===== src/hw/rtl/sha1md_pkg.sv =====
// sha1md_pkg: shared types, constants and round functions of the sha-1 digest unit
// used by sha1md_cell, sha1md_round and sha1_message_digest_unit; no dependencies
package sha1md_pkg;

    localparam int BLOCK_WORDS  = 16;
    localparam int ROUNDS       = 80;
    localparam int DIGEST_WORDS = 5;

    typedef logic [31:0] t_word;
    typedef logic [DIGEST_WORDS-1:0][31:0] t_chain;

    // input request: one message byte plus markers
    typedef struct packed {
        logic [7:0] msg_byte;
        logic       byte_present;
        logic       end_of_message;
    } t_in_req;

    // output request: one digest word
    typedef struct packed {
        logic [31:0] digest_word;
        logic [2:0]  word_index;
        logic        last_word;
    } t_out_req;

    // control from the sequencer to the round unit
    typedef struct packed {
        logic init;   // return chaining value to initial values
        logic load;   // copy chaining value into working variables
        logic step;   // run one round
        logic fold;   // add working variables into chaining value
    } t_rnd_ctl;

    localparam t_chain INIT_CHAIN = {32'hc3d2e1f0, 32'h10325476, 32'h98badcfe,
                                     32'hefcdab89, 32'h67452301};

    localparam t_word K0 = 32'h5a827999;
    localparam t_word K1 = 32'h6ed9eba1;
    localparam t_word K2 = 32'h8f1bbcdc;
    localparam t_word K3 = 32'hca62c1d6;

    localparam logic [7:0] PAD_BYTE = 8'h80;

    // round constant by round number
    function automatic t_word round_k(input logic [6:0] t);
        t_word k;
        if (t < 7'd20) begin
            k = K0;
        end else if (t < 7'd40) begin
            k = K1;
        end else if (t < 7'd60) begin
            k = K2;
        end else begin
            k = K3;
        end
        return k;
    endfunction

    // ch, parity, maj, parity by round number
    function automatic t_word round_f(input logic [6:0] t, input t_word b,
                                      input t_word c, input t_word d);
        t_word f;
        if (t < 7'd20) begin
            f = (b & c) ^ (~b & d);
        end else if (t < 7'd40) begin
            f = b ^ c ^ d;
        end else if (t < 7'd60) begin
            f = (b & c) ^ (b & d) ^ (c & d);
        end else begin
            f = b ^ c ^ d;
        end
        return f;
    endfunction

endpackage


===== src/hw/rtl/sha1_message_digest_unit.sv =====
// sha1_message_digest_unit: streaming sha-1 hasher, top level and sequencer
// depends on sha1md_pkg, sha1md_cell, sha1md_round

// Takes one message byte per request and returns the 20-byte SHA-1 digest as five
// 32-bit words, most significant first, after the end-of-message request. Bytes are
// taken only while idle; the 64th byte of a block starts 80 rounds through the single
// round unit, then a fold into the chaining value. The end of a message runs a setup
// step, 16 - n word pushes of padding (n = whole words already in the block), a
// compression, and when fewer than 9 bytes of room remain a second block of 16 pushes
// and a compression, then five output words, each held while the output stalls. The
// schedule is a chain of sixteen word cells that shifts once per round.
// After the last digest word is taken the unit is ready for a new message.
module sha1_message_digest_unit (
    input  logic                 i_clk,
    input  logic                 i_rst_n,
    input  logic                 i_in_valid,
    output logic                 o_in_stall,
    input  sha1md_pkg::t_in_req  i_in_req,
    output logic                 o_out_valid,
    input  logic                 i_out_stall,
    output sha1md_pkg::t_out_req o_out_req
);

    typedef enum logic [2:0] {
        S_IDLE,
        S_COMP,
        S_ADD,
        S_PSET,
        S_PAD,
        S_OUT
    } t_state;

    t_state             r_state;
    logic [60:0]        r_cnt;
    logic [23:0]        r_acc;
    logic [6:0]         r_t;
    logic [3:0]         r_wi;
    logic [2:0]         r_oidx;
    logic               r_fin;
    logic               r_first;
    logic               r_len_here;
    logic               r_len_sent;
    logic               r_pad_started;

    sha1md_pkg::t_word  w_cell [sha1md_pkg::BLOCK_WORDS];
    sha1md_pkg::t_word  tail_in;
    sha1md_pkg::t_word  sched_new;
    sha1md_pkg::t_word  byte_word;
    sha1md_pkg::t_word  pad_word;
    sha1md_pkg::t_word  first_word;
    sha1md_pkg::t_word  xor_w;
    sha1md_pkg::t_chain h;
    sha1md_pkg::t_rnd_ctl ctl;
    logic [5:0]         pos;
    logic               in_acc;
    logic               byte_push;
    logic               block_full;
    logic               pad_push;
    logic               comp;
    logic               shift;
    logic               out_done;

    // request handshake and byte placement
    assign in_acc     = i_in_valid && (r_state == S_IDLE);
    assign o_in_stall = (r_state != S_IDLE);
    assign pos        = r_cnt[5:0];
    assign byte_push  = in_acc && i_in_req.byte_present && (pos[1:0] == 2'd3);
    assign block_full = in_acc && i_in_req.byte_present && (pos == 6'd63);
    assign byte_word  = {r_acc, i_in_req.msg_byte};
    assign pad_push   = (r_state == S_PAD);
    assign comp       = (r_state == S_COMP);
    assign out_done   = (r_state == S_OUT) && !i_out_stall && (r_oidx == 3'd4);

    // first padding word: leftover bytes, then the marker byte, then zeros
    always_comb begin
        case (pos[1:0])
            2'd0:    first_word = {sha1md_pkg::PAD_BYTE, 24'h0};
            2'd1:    first_word = {r_acc[7:0], sha1md_pkg::PAD_BYTE, 16'h0};
            2'd2:    first_word = {r_acc[15:0], sha1md_pkg::PAD_BYTE, 8'h0};
            default: first_word = {r_acc[23:0], sha1md_pkg::PAD_BYTE};
        endcase
    end

    // padding word stream: marker word, zeros, 64-bit bit length
    always_comb begin
        if (r_first) begin
            pad_word = first_word;
        end else if (r_len_here && (r_wi == 4'd14)) begin
            pad_word = r_cnt[60:29];
        end else if (r_len_here && (r_wi == 4'd15)) begin
            pad_word = {r_cnt[28:0], 3'b000};
        end else begin
            pad_word = '0;
        end
    end

    // schedule expansion from the chain taps
    assign xor_w     = w_cell[13] ^ w_cell[8] ^ w_cell[2] ^ w_cell[0];
    assign sched_new = {xor_w[30:0], xor_w[31]};

    always_comb begin
        if (comp) begin
            tail_in = sched_new;
        end else if (pad_push) begin
            tail_in = pad_word;
        end else begin
            tail_in = byte_word;
        end
    end

    assign shift = byte_push || pad_push || comp;

    // chain of schedule cells, oldest word in cell 0
    for (genvar g = 0; g < sha1md_pkg::BLOCK_WORDS; g++) begin : g_cell
        if (g == sha1md_pkg::BLOCK_WORDS - 1) begin : g_tail
            sha1md_cell u_cell (
                .i_clk   (i_clk),
                .i_shift (shift),
                .i_word  (tail_in),
                .o_word  (w_cell[g])
            );
        end else begin : g_body
            sha1md_cell u_cell (
                .i_clk   (i_clk),
                .i_shift (shift),
                .i_word  (w_cell[g+1]),
                .o_word  (w_cell[g])
            );
        end
    end

    // round unit control
    always_comb begin
        ctl.init = out_done;
        ctl.load = block_full || (pad_push && (r_wi == 4'd15));
        ctl.step = comp;
        ctl.fold = (r_state == S_ADD);
    end

    sha1md_round u_round (
        .i_clk   (i_clk),
        .i_rst_n (i_rst_n),
        .i_ctl   (ctl),
        .i_round (r_t),
        .i_w     (w_cell[0]),
        .o_h     (h)
    );

    // partial word of bytes not yet pushed
    always_ff @(posedge i_clk) begin
        if (in_acc && i_in_req.byte_present) begin
            r_acc <= {r_acc[15:0], i_in_req.msg_byte};
        end
    end

    // sequencer
    always_ff @(posedge i_clk) begin
        if (!i_rst_n) begin
            r_state       <= S_IDLE;
            r_cnt         <= '0;
            r_t           <= '0;
            r_wi          <= '0;
            r_oidx        <= '0;
            r_fin         <= 1'b0;
            r_first       <= 1'b0;
            r_len_here    <= 1'b0;
            r_len_sent    <= 1'b0;
            r_pad_started <= 1'b0;
        end else begin
            case (r_state)
                S_IDLE: begin
                    if (in_acc) begin
                        if (i_in_req.byte_present) begin
                            r_cnt <= r_cnt + 61'd1;
                        end
                        if (block_full) begin
                            r_state <= S_COMP;
                            r_t     <= '0;
                            r_fin   <= i_in_req.end_of_message;
                        end else if (i_in_req.end_of_message) begin
                            r_state <= S_PSET;
                            r_fin   <= 1'b1;
                        end
                    end
                end
                S_COMP: begin
                    r_t <= r_t + 7'd1;
                    if (r_t == 7'(sha1md_pkg::ROUNDS - 1)) begin
                        r_state <= S_ADD;
                    end
                end
                S_ADD: begin
                    if (!r_fin) begin
                        r_state <= S_IDLE;
                    end else if (r_len_sent) begin
                        r_state <= S_OUT;
                        r_oidx  <= '0;
                    end else if (r_pad_started) begin
                        r_state    <= S_PAD;
                        r_wi       <= '0;
                        r_first    <= 1'b0;
                        r_len_here <= 1'b1;
                    end else begin
                        r_state <= S_PSET;
                    end
                end
                S_PSET: begin
                    r_state       <= S_PAD;
                    r_wi          <= pos[5:2];
                    r_first       <= 1'b1;
                    r_len_here    <= (pos[5:3] != 3'b111);
                    r_pad_started <= 1'b1;
                end
                S_PAD: begin
                    r_first <= 1'b0;
                    r_wi    <= r_wi + 4'd1;
                    if (r_wi == 4'd15) begin
                        r_state <= S_COMP;
                        r_t     <= '0;
                        if (r_len_here) begin
                            r_len_sent <= 1'b1;
                        end
                    end
                end
                S_OUT: begin
                    if (!i_out_stall) begin
                        if (r_oidx == 3'd4) begin
                            r_state       <= S_IDLE;
                            r_cnt         <= '0;
                            r_fin         <= 1'b0;
                            r_len_sent    <= 1'b0;
                            r_pad_started <= 1'b0;
                        end else begin
                            r_oidx <= r_oidx + 3'd1;
                        end
                    end
                end
                default: begin
                    r_state <= S_IDLE;
                end
            endcase
        end
    end

    // digest output
    assign o_out_valid           = (r_state == S_OUT);
    assign o_out_req.digest_word = h[r_oidx];
    assign o_out_req.word_index  = r_oidx;
    assign o_out_req.last_word   = (r_oidx == 3'd4);

    // each taken byte advances the byte count by exactly one
    a_cnt_step: assert property (@(posedge i_clk) disable iff (!i_rst_n)
        (i_in_valid && !o_in_stall && i_in_req.byte_present)
            |=> (r_cnt == $past(r_cnt) + 61'd1))
        else $error("byte count did not advance on a taken byte");

    // round counter stays inside the compression
    a_round_range: assert property (@(posedge i_clk) disable iff (!i_rst_n)
        (r_state == S_COMP) |-> (r_t < 7'd80))
        else $error("round counter out of range");

    // after the last digest word the unit is cleared and ready
    a_msg_restart: assert property (@(posedge i_clk) disable iff (!i_rst_n)
        (o_out_valid && !i_out_stall && o_out_req.last_word)
            |=> ((r_cnt == '0) && !o_in_stall && !r_len_sent))
        else $error("unit not cleared after digest");

endmodule


===== src/hw/rtl/sha1md_cell.sv =====
// sha1md_cell: one 32-bit cell of the message schedule chain
// depends on sha1md_pkg
module sha1md_cell (
    input  logic              i_clk,
    input  logic              i_shift,
    input  sha1md_pkg::t_word i_word,
    output sha1md_pkg::t_word o_word
);

    sha1md_pkg::t_word r_word;

    // take the neighbor's word on every shift
    always_ff @(posedge i_clk) begin
        if (i_shift) begin
            r_word <= i_word;
        end
    end

    assign o_word = r_word;

endmodule


===== src/hw/rtl/sha1md_round.sv =====
// sha1md_round: working variables a..e, one sha-1 round per cycle, and the chaining value
// depends on sha1md_pkg
module sha1md_round (
    input  logic                 i_clk,
    input  logic                 i_rst_n,
    input  sha1md_pkg::t_rnd_ctl i_ctl,
    input  logic [6:0]           i_round,
    input  sha1md_pkg::t_word    i_w,
    output sha1md_pkg::t_chain   o_h
);

    sha1md_pkg::t_chain r_h;
    sha1md_pkg::t_chain r_v;   // [0]=a .. [4]=e
    sha1md_pkg::t_word  n_a;

    // new a for this round
    always_comb begin
        n_a = {r_v[0][26:0], r_v[0][31:27]}
            + sha1md_pkg::round_f(i_round, r_v[1], r_v[2], r_v[3])
            + r_v[4] + sha1md_pkg::round_k(i_round) + i_w;
    end

    // chaining value
    always_ff @(posedge i_clk) begin
        if (!i_rst_n) begin
            r_h <= sha1md_pkg::INIT_CHAIN;
        end else if (i_ctl.init) begin
            r_h <= sha1md_pkg::INIT_CHAIN;
        end else if (i_ctl.fold) begin
            for (int i = 0; i < sha1md_pkg::DIGEST_WORDS; i++) begin
                r_h[i] <= r_h[i] + r_v[i];
            end
        end
    end

    // working variables
    always_ff @(posedge i_clk) begin
        if (i_ctl.load) begin
            r_v <= r_h;
        end else if (i_ctl.step) begin
            r_v[4] <= r_v[3];
            r_v[3] <= r_v[2];
            r_v[2] <= {r_v[1][1:0], r_v[1][31:2]};
            r_v[1] <= r_v[0];
            r_v[0] <= n_a;
        end
    end

    assign o_h = r_h;

endmodule

===== config.mk =====
export PLATFORM = sky130hd
export DESIGN_NAME = sha1_message_digest_unit
export DESIGN_NICKNAME = d
export VERILOG_FILES = /design/src/hw/rtl/sha1md_pkg.sv /design/src/hw/rtl/sha1_message_digest_unit.sv /design/src/hw/rtl/sha1md_cell.sv /design/src/hw/rtl/sha1md_round.sv
export SDC_FILE = /design/constraint.sdc
export NUM_CORES = 2
export LEC_CHECK = 0
export BUFFER_PORTS_ARGS = -buffer_cell sky130_fd_sc_hd__buf_2
export CAP_MARGIN = 0
export CORE_MARGIN = 3
export CORE_UTILIZATION = 56
export CTS_BUF_LIST = sky130_fd_sc_hd__clkbuf_4 sky130_fd_sc_hd__clkbuf_8
export DETAILED_ROUTE_END_ITERATION = 6
export PLACE_DENSITY = 0.75
export SLEW_MARGIN = 5
export SYNTH_ARGS = -nofsm -noshare
export SYNTH_HDL_FRONTEND = slang
export SYNTH_SLANG_ARGS = --single-unit

===== constraint.sdc =====
create_clock -name i_clk -period 14.3 [get_ports i_clk]
set_input_delay 0 -clock i_clk [delete_from_list [all_inputs] [get_ports i_clk]]
set_output_delay 0 -clock i_clk [all_outputs]
set_load 0.005 [all_outputs]

==> results.toml <==
[yosys]
yosys-top-cells-area = "edfxtp_1 (44%), dfxtp_1 (10%), nand2_1 (5.8%)"
async_flop_share = 0
synth_top_cell_area_share = 0.438
synth_top_cell_by_area = "edfxtp_1"
syn_avg_cell_area_um2 = 11.2
yosysUniqueCellTypes = 85
ys_seq_elements = 939
synth-warning-count = 0
synth_fp_nets = 4600
ys.flop_type = "edfxtp_1"
synth_cells = 4261
ys_seq_area_frac = 0.540
synth_edf_count = 696
synthesis.area_mm2 = 0.0477

[sta]
finalMaxSlewViolations = 0
fin_crit_ns = 8.51
fin_crit_sh = 0.595
worst_pin_slew_ns = 1.48
setup_tns_ns = 0
setup_viol = 0
rsz0062_at_grt = "false"
fmaxAchievable_mhz = 118
hold_viol_final = 0
relSlewSlack = 0.0153
finClkSkew_ns = 0.0423

[power_and_ir_drop]
cellLeakagePower_nw = 20.5
swShare = 0.414
seqPwrFrac = 0.341
pwr-share-comb = 0.494
power_density_mw_per_mm2 = 280
power.internal_w = 0.00862
ir_worst_vdd_mv = 0.195
p_sw_w = 0.00610
p_clk_frac = 0.165

[final_layout]
final_cell_mix = "nand2_1 (730), edfxtp_1 (696), inv_1 (271)"
fillers = 6654
mostFrequentLayoutCell = "nand2_1"
final_nets = 4700
fin_area_mm2 = 0.0526
synthToLayoutAreaGrowth_pct = 10.1
drive_gt1_frac = 0.0937

[clock_network]
cts.clk_slew.worst_paths_ns = 0.07
htree_levels = 4
clk_latency_ns = 0.83
numCtsBuffers = 153
clock_sinks = 939
clockRootBuffer = "clkbuf_8"
clockBufferDepth = 3
cts_tree = "built"
cts_setup_buffers = 0

[floorplan]
start_util = 0.568
placementRows = 106
die_w_um = 298
fp.dieH_um = 298
die_area_mm2 = 0.0888
core_mm2 = 0.0841
io_pins = 52

[critical_path]
r2r_slack_ns = 5.79
startpoint_type = "flop"
r2r-start = "r_t[4]$_SDFFE_PN0P_"
cp-end-kind = "flop"
crit_arrival_ns = 9.02
r2r.worst_path.cells = 18
crit_fanout = 21
reg2reg_to = "u_round.r_v[28]$_DFFE_PP_"
cp.required_ns = 14.81
crit_type = "flop to flop"

[status]
status = "finished, final reports clean"

[drt]
routed_via_density = 6.00
drcViolationCount = 0
drt_iter0_drc = 3418
vias = 33700
ant_nets = 0
wl_per_cell_um = 22.3
firstDrtPassIters = 7
wirelength_um = 125000

[placed_design]
routabilityCongestion = 0.965
io_buffers = 51
placed_area_mm2 = 0.0491
place_hpwl_um = 85300

[global_route]
antenna_found_initial = 2
grt_pass1_wl_um = 193000
grtUsageTotal = 0.282
grt_max_degree = 223
grt_pass1_vias = 32800
overflow = 0

[hold_path]
hold_class = "input pin to flop"
min_to = "g_cell[15].g_tail.u_cell.o_word[6]$_DFFE_PP_"
min_path_cells = 3
worstHoldStart = "i_in_req[8]"

[job]
cap_violations = 0
[worst max-delay path, cell delays in order, from the launching register on]
cell and delay [ns]:
dfxtp_1 0.38, a41oi_1 0.78, nand2_1 0.91, inv_1 1.09
nor2_2 0.09, inv_1 0.74, fa_1 0.58, fa_1 0.55
fa_1 0.43, ha_1 0.34, nor2b_1 0.17, a311oi_1 0.57
a21o_1 0.23, nand4_1 0.18, a31oi_1 0.35, a211oi_1 0.18
or3_1 0.39, xnor2_1 0.14, o21ai_0 0.09
[layout make-up]
class,instances,area (um^2),share of cell area
Tap cell,1134,1420,0.0270
Clock buffer,223,2710,0.0515
Clock inverter,54,470,0.00895
Antenna cell,3,7.51,0.000143
Inverter,271,1020,0.0194
Sequential cell,939,25800,0.490
Timing Repair Buffer,101,726,0.0138
Multi-Input combinational cell,2895,20400,0.389
[cell usage after synthesis (29+ instances only)]
master    number
a221oi_1      36
nor2b_1       42
a21oi_1      245
nor3_1        34
dfxtp_1      243
nand2_1      732
ha_1         206
a21o_1        82
and3_1        34
mux4_2        32
o21ai_0      225
o211ai_1      51
clkbuf_1     136
xnor2_1      176
nor2_1       205
fa_1         119
mux2i_1       34
nand2b_1      37
or3_1         29
nand3_1       49
edfxtp_1     696
o21a_1        34
inv_1        271
xor2_1       129
[cell families (layout without fill, tap and decap cells)]
family,count (synthesis),count (layout),share of synthesized area
AO/OA/AOI/OAI,921,921,0.125
XOR/XNOR,305,305,0.0560
other,0,3,0
buffers and inverters,427,649,0.0338
adder cells (fa/ha/maj),325,325,0.104
flip-flops,939,939,0.540
multiplexers,67,67,0.0225
AND/OR/NAND/NOR,1277,1277,0.119
[registers in the layout, indices dropped and copies added, names as in the netlist, 4 cells and up]
register / flops
g_cell.g_body.u_cell.o_word: 480
u_round.o_h: 160
u_round.r_v: 160
r_cnt: 61
g_cell.g_tail.u_cell.o_word: 32
r_acc: 24
r_t: 7
r_wi: 4
[stage by stage]
stage               utilization  std cells  power (W)  hold slack [ns]  setup WS, ns
floorplan                     -       4261     0.0106           0.0989         0.788
global placement          0.584       5317     0.0120            0.196          6.16
detailed placement        0.584       5317     0.0122            0.195          5.88
finish                    0.625       5620     0.0147           0.0791          5.79
CTS                       0.625       5617     0.0147          0.00524          5.88
global route              0.625       5619     0.0158           0.0576          5.32
[how the worst max path moves through the flow]
stage | from | to | slack [ns] | depth (start not counted)
CTS | r_t[4]$_SDFFE_PN0P_ | u_round.r_v[28]$_DFFE_PP_ | 5.88 | 18
detailed placement | r_t[4]$_SDFFE_PN0P_ | u_round.r_v[28]$_DFFE_PP_ | 5.88 | 18
global placement | r_t[4]$_SDFFE_PN0P_ | u_round.r_v[29]$_DFFE_PP_ | 6.16 | 19
global route | r_t[4]$_SDFFE_PN0P_ | u_round.r_v[31]$_DFFE_PP_ | 5.32 | 21
finish | r_t[4]$_SDFFE_PN0P_ | u_round.r_v[28]$_DFFE_PP_ | 5.79 | 18
floorplan | r_state[1]$_SDFFE_PN0P_ | g_cell[0].g_body.u_cell.o_word[0]$_DFFE_PP_ | 0.79 | 6
[metal layers]
layer | share of wire | vias up | track usage
met4 | 0.039 | 0 | 0.113
met2 | 0.46 | 1569 | 0.445
met5 | 0 | - | 0
met3 | 0.081 | 310 | 0.0466
li1 | - | 15500 | -
met1 | 0.42 | 16400 | 0.391
[power by group through the flow]
stage	combinational, W	sequential [W]	clock (W)
floorplan	0.00547	0.00513	0
global placement	0.00696	0.00502	0
detailed placement	0.00714	0.00505	0
CTS	0.00720	0.00501	0.00247
global route	0.00810	0.00511	0.00259
finish	0.00727	0.00503	0.00243
[repair_timing]
item | in CTS | in global routing
gates resized for setup | 0 | 0
hold buffers | 23 | 0
endpoints found under the hold margin | 88 | 0
Note: power is estimated with default switching activity, not from simulation.
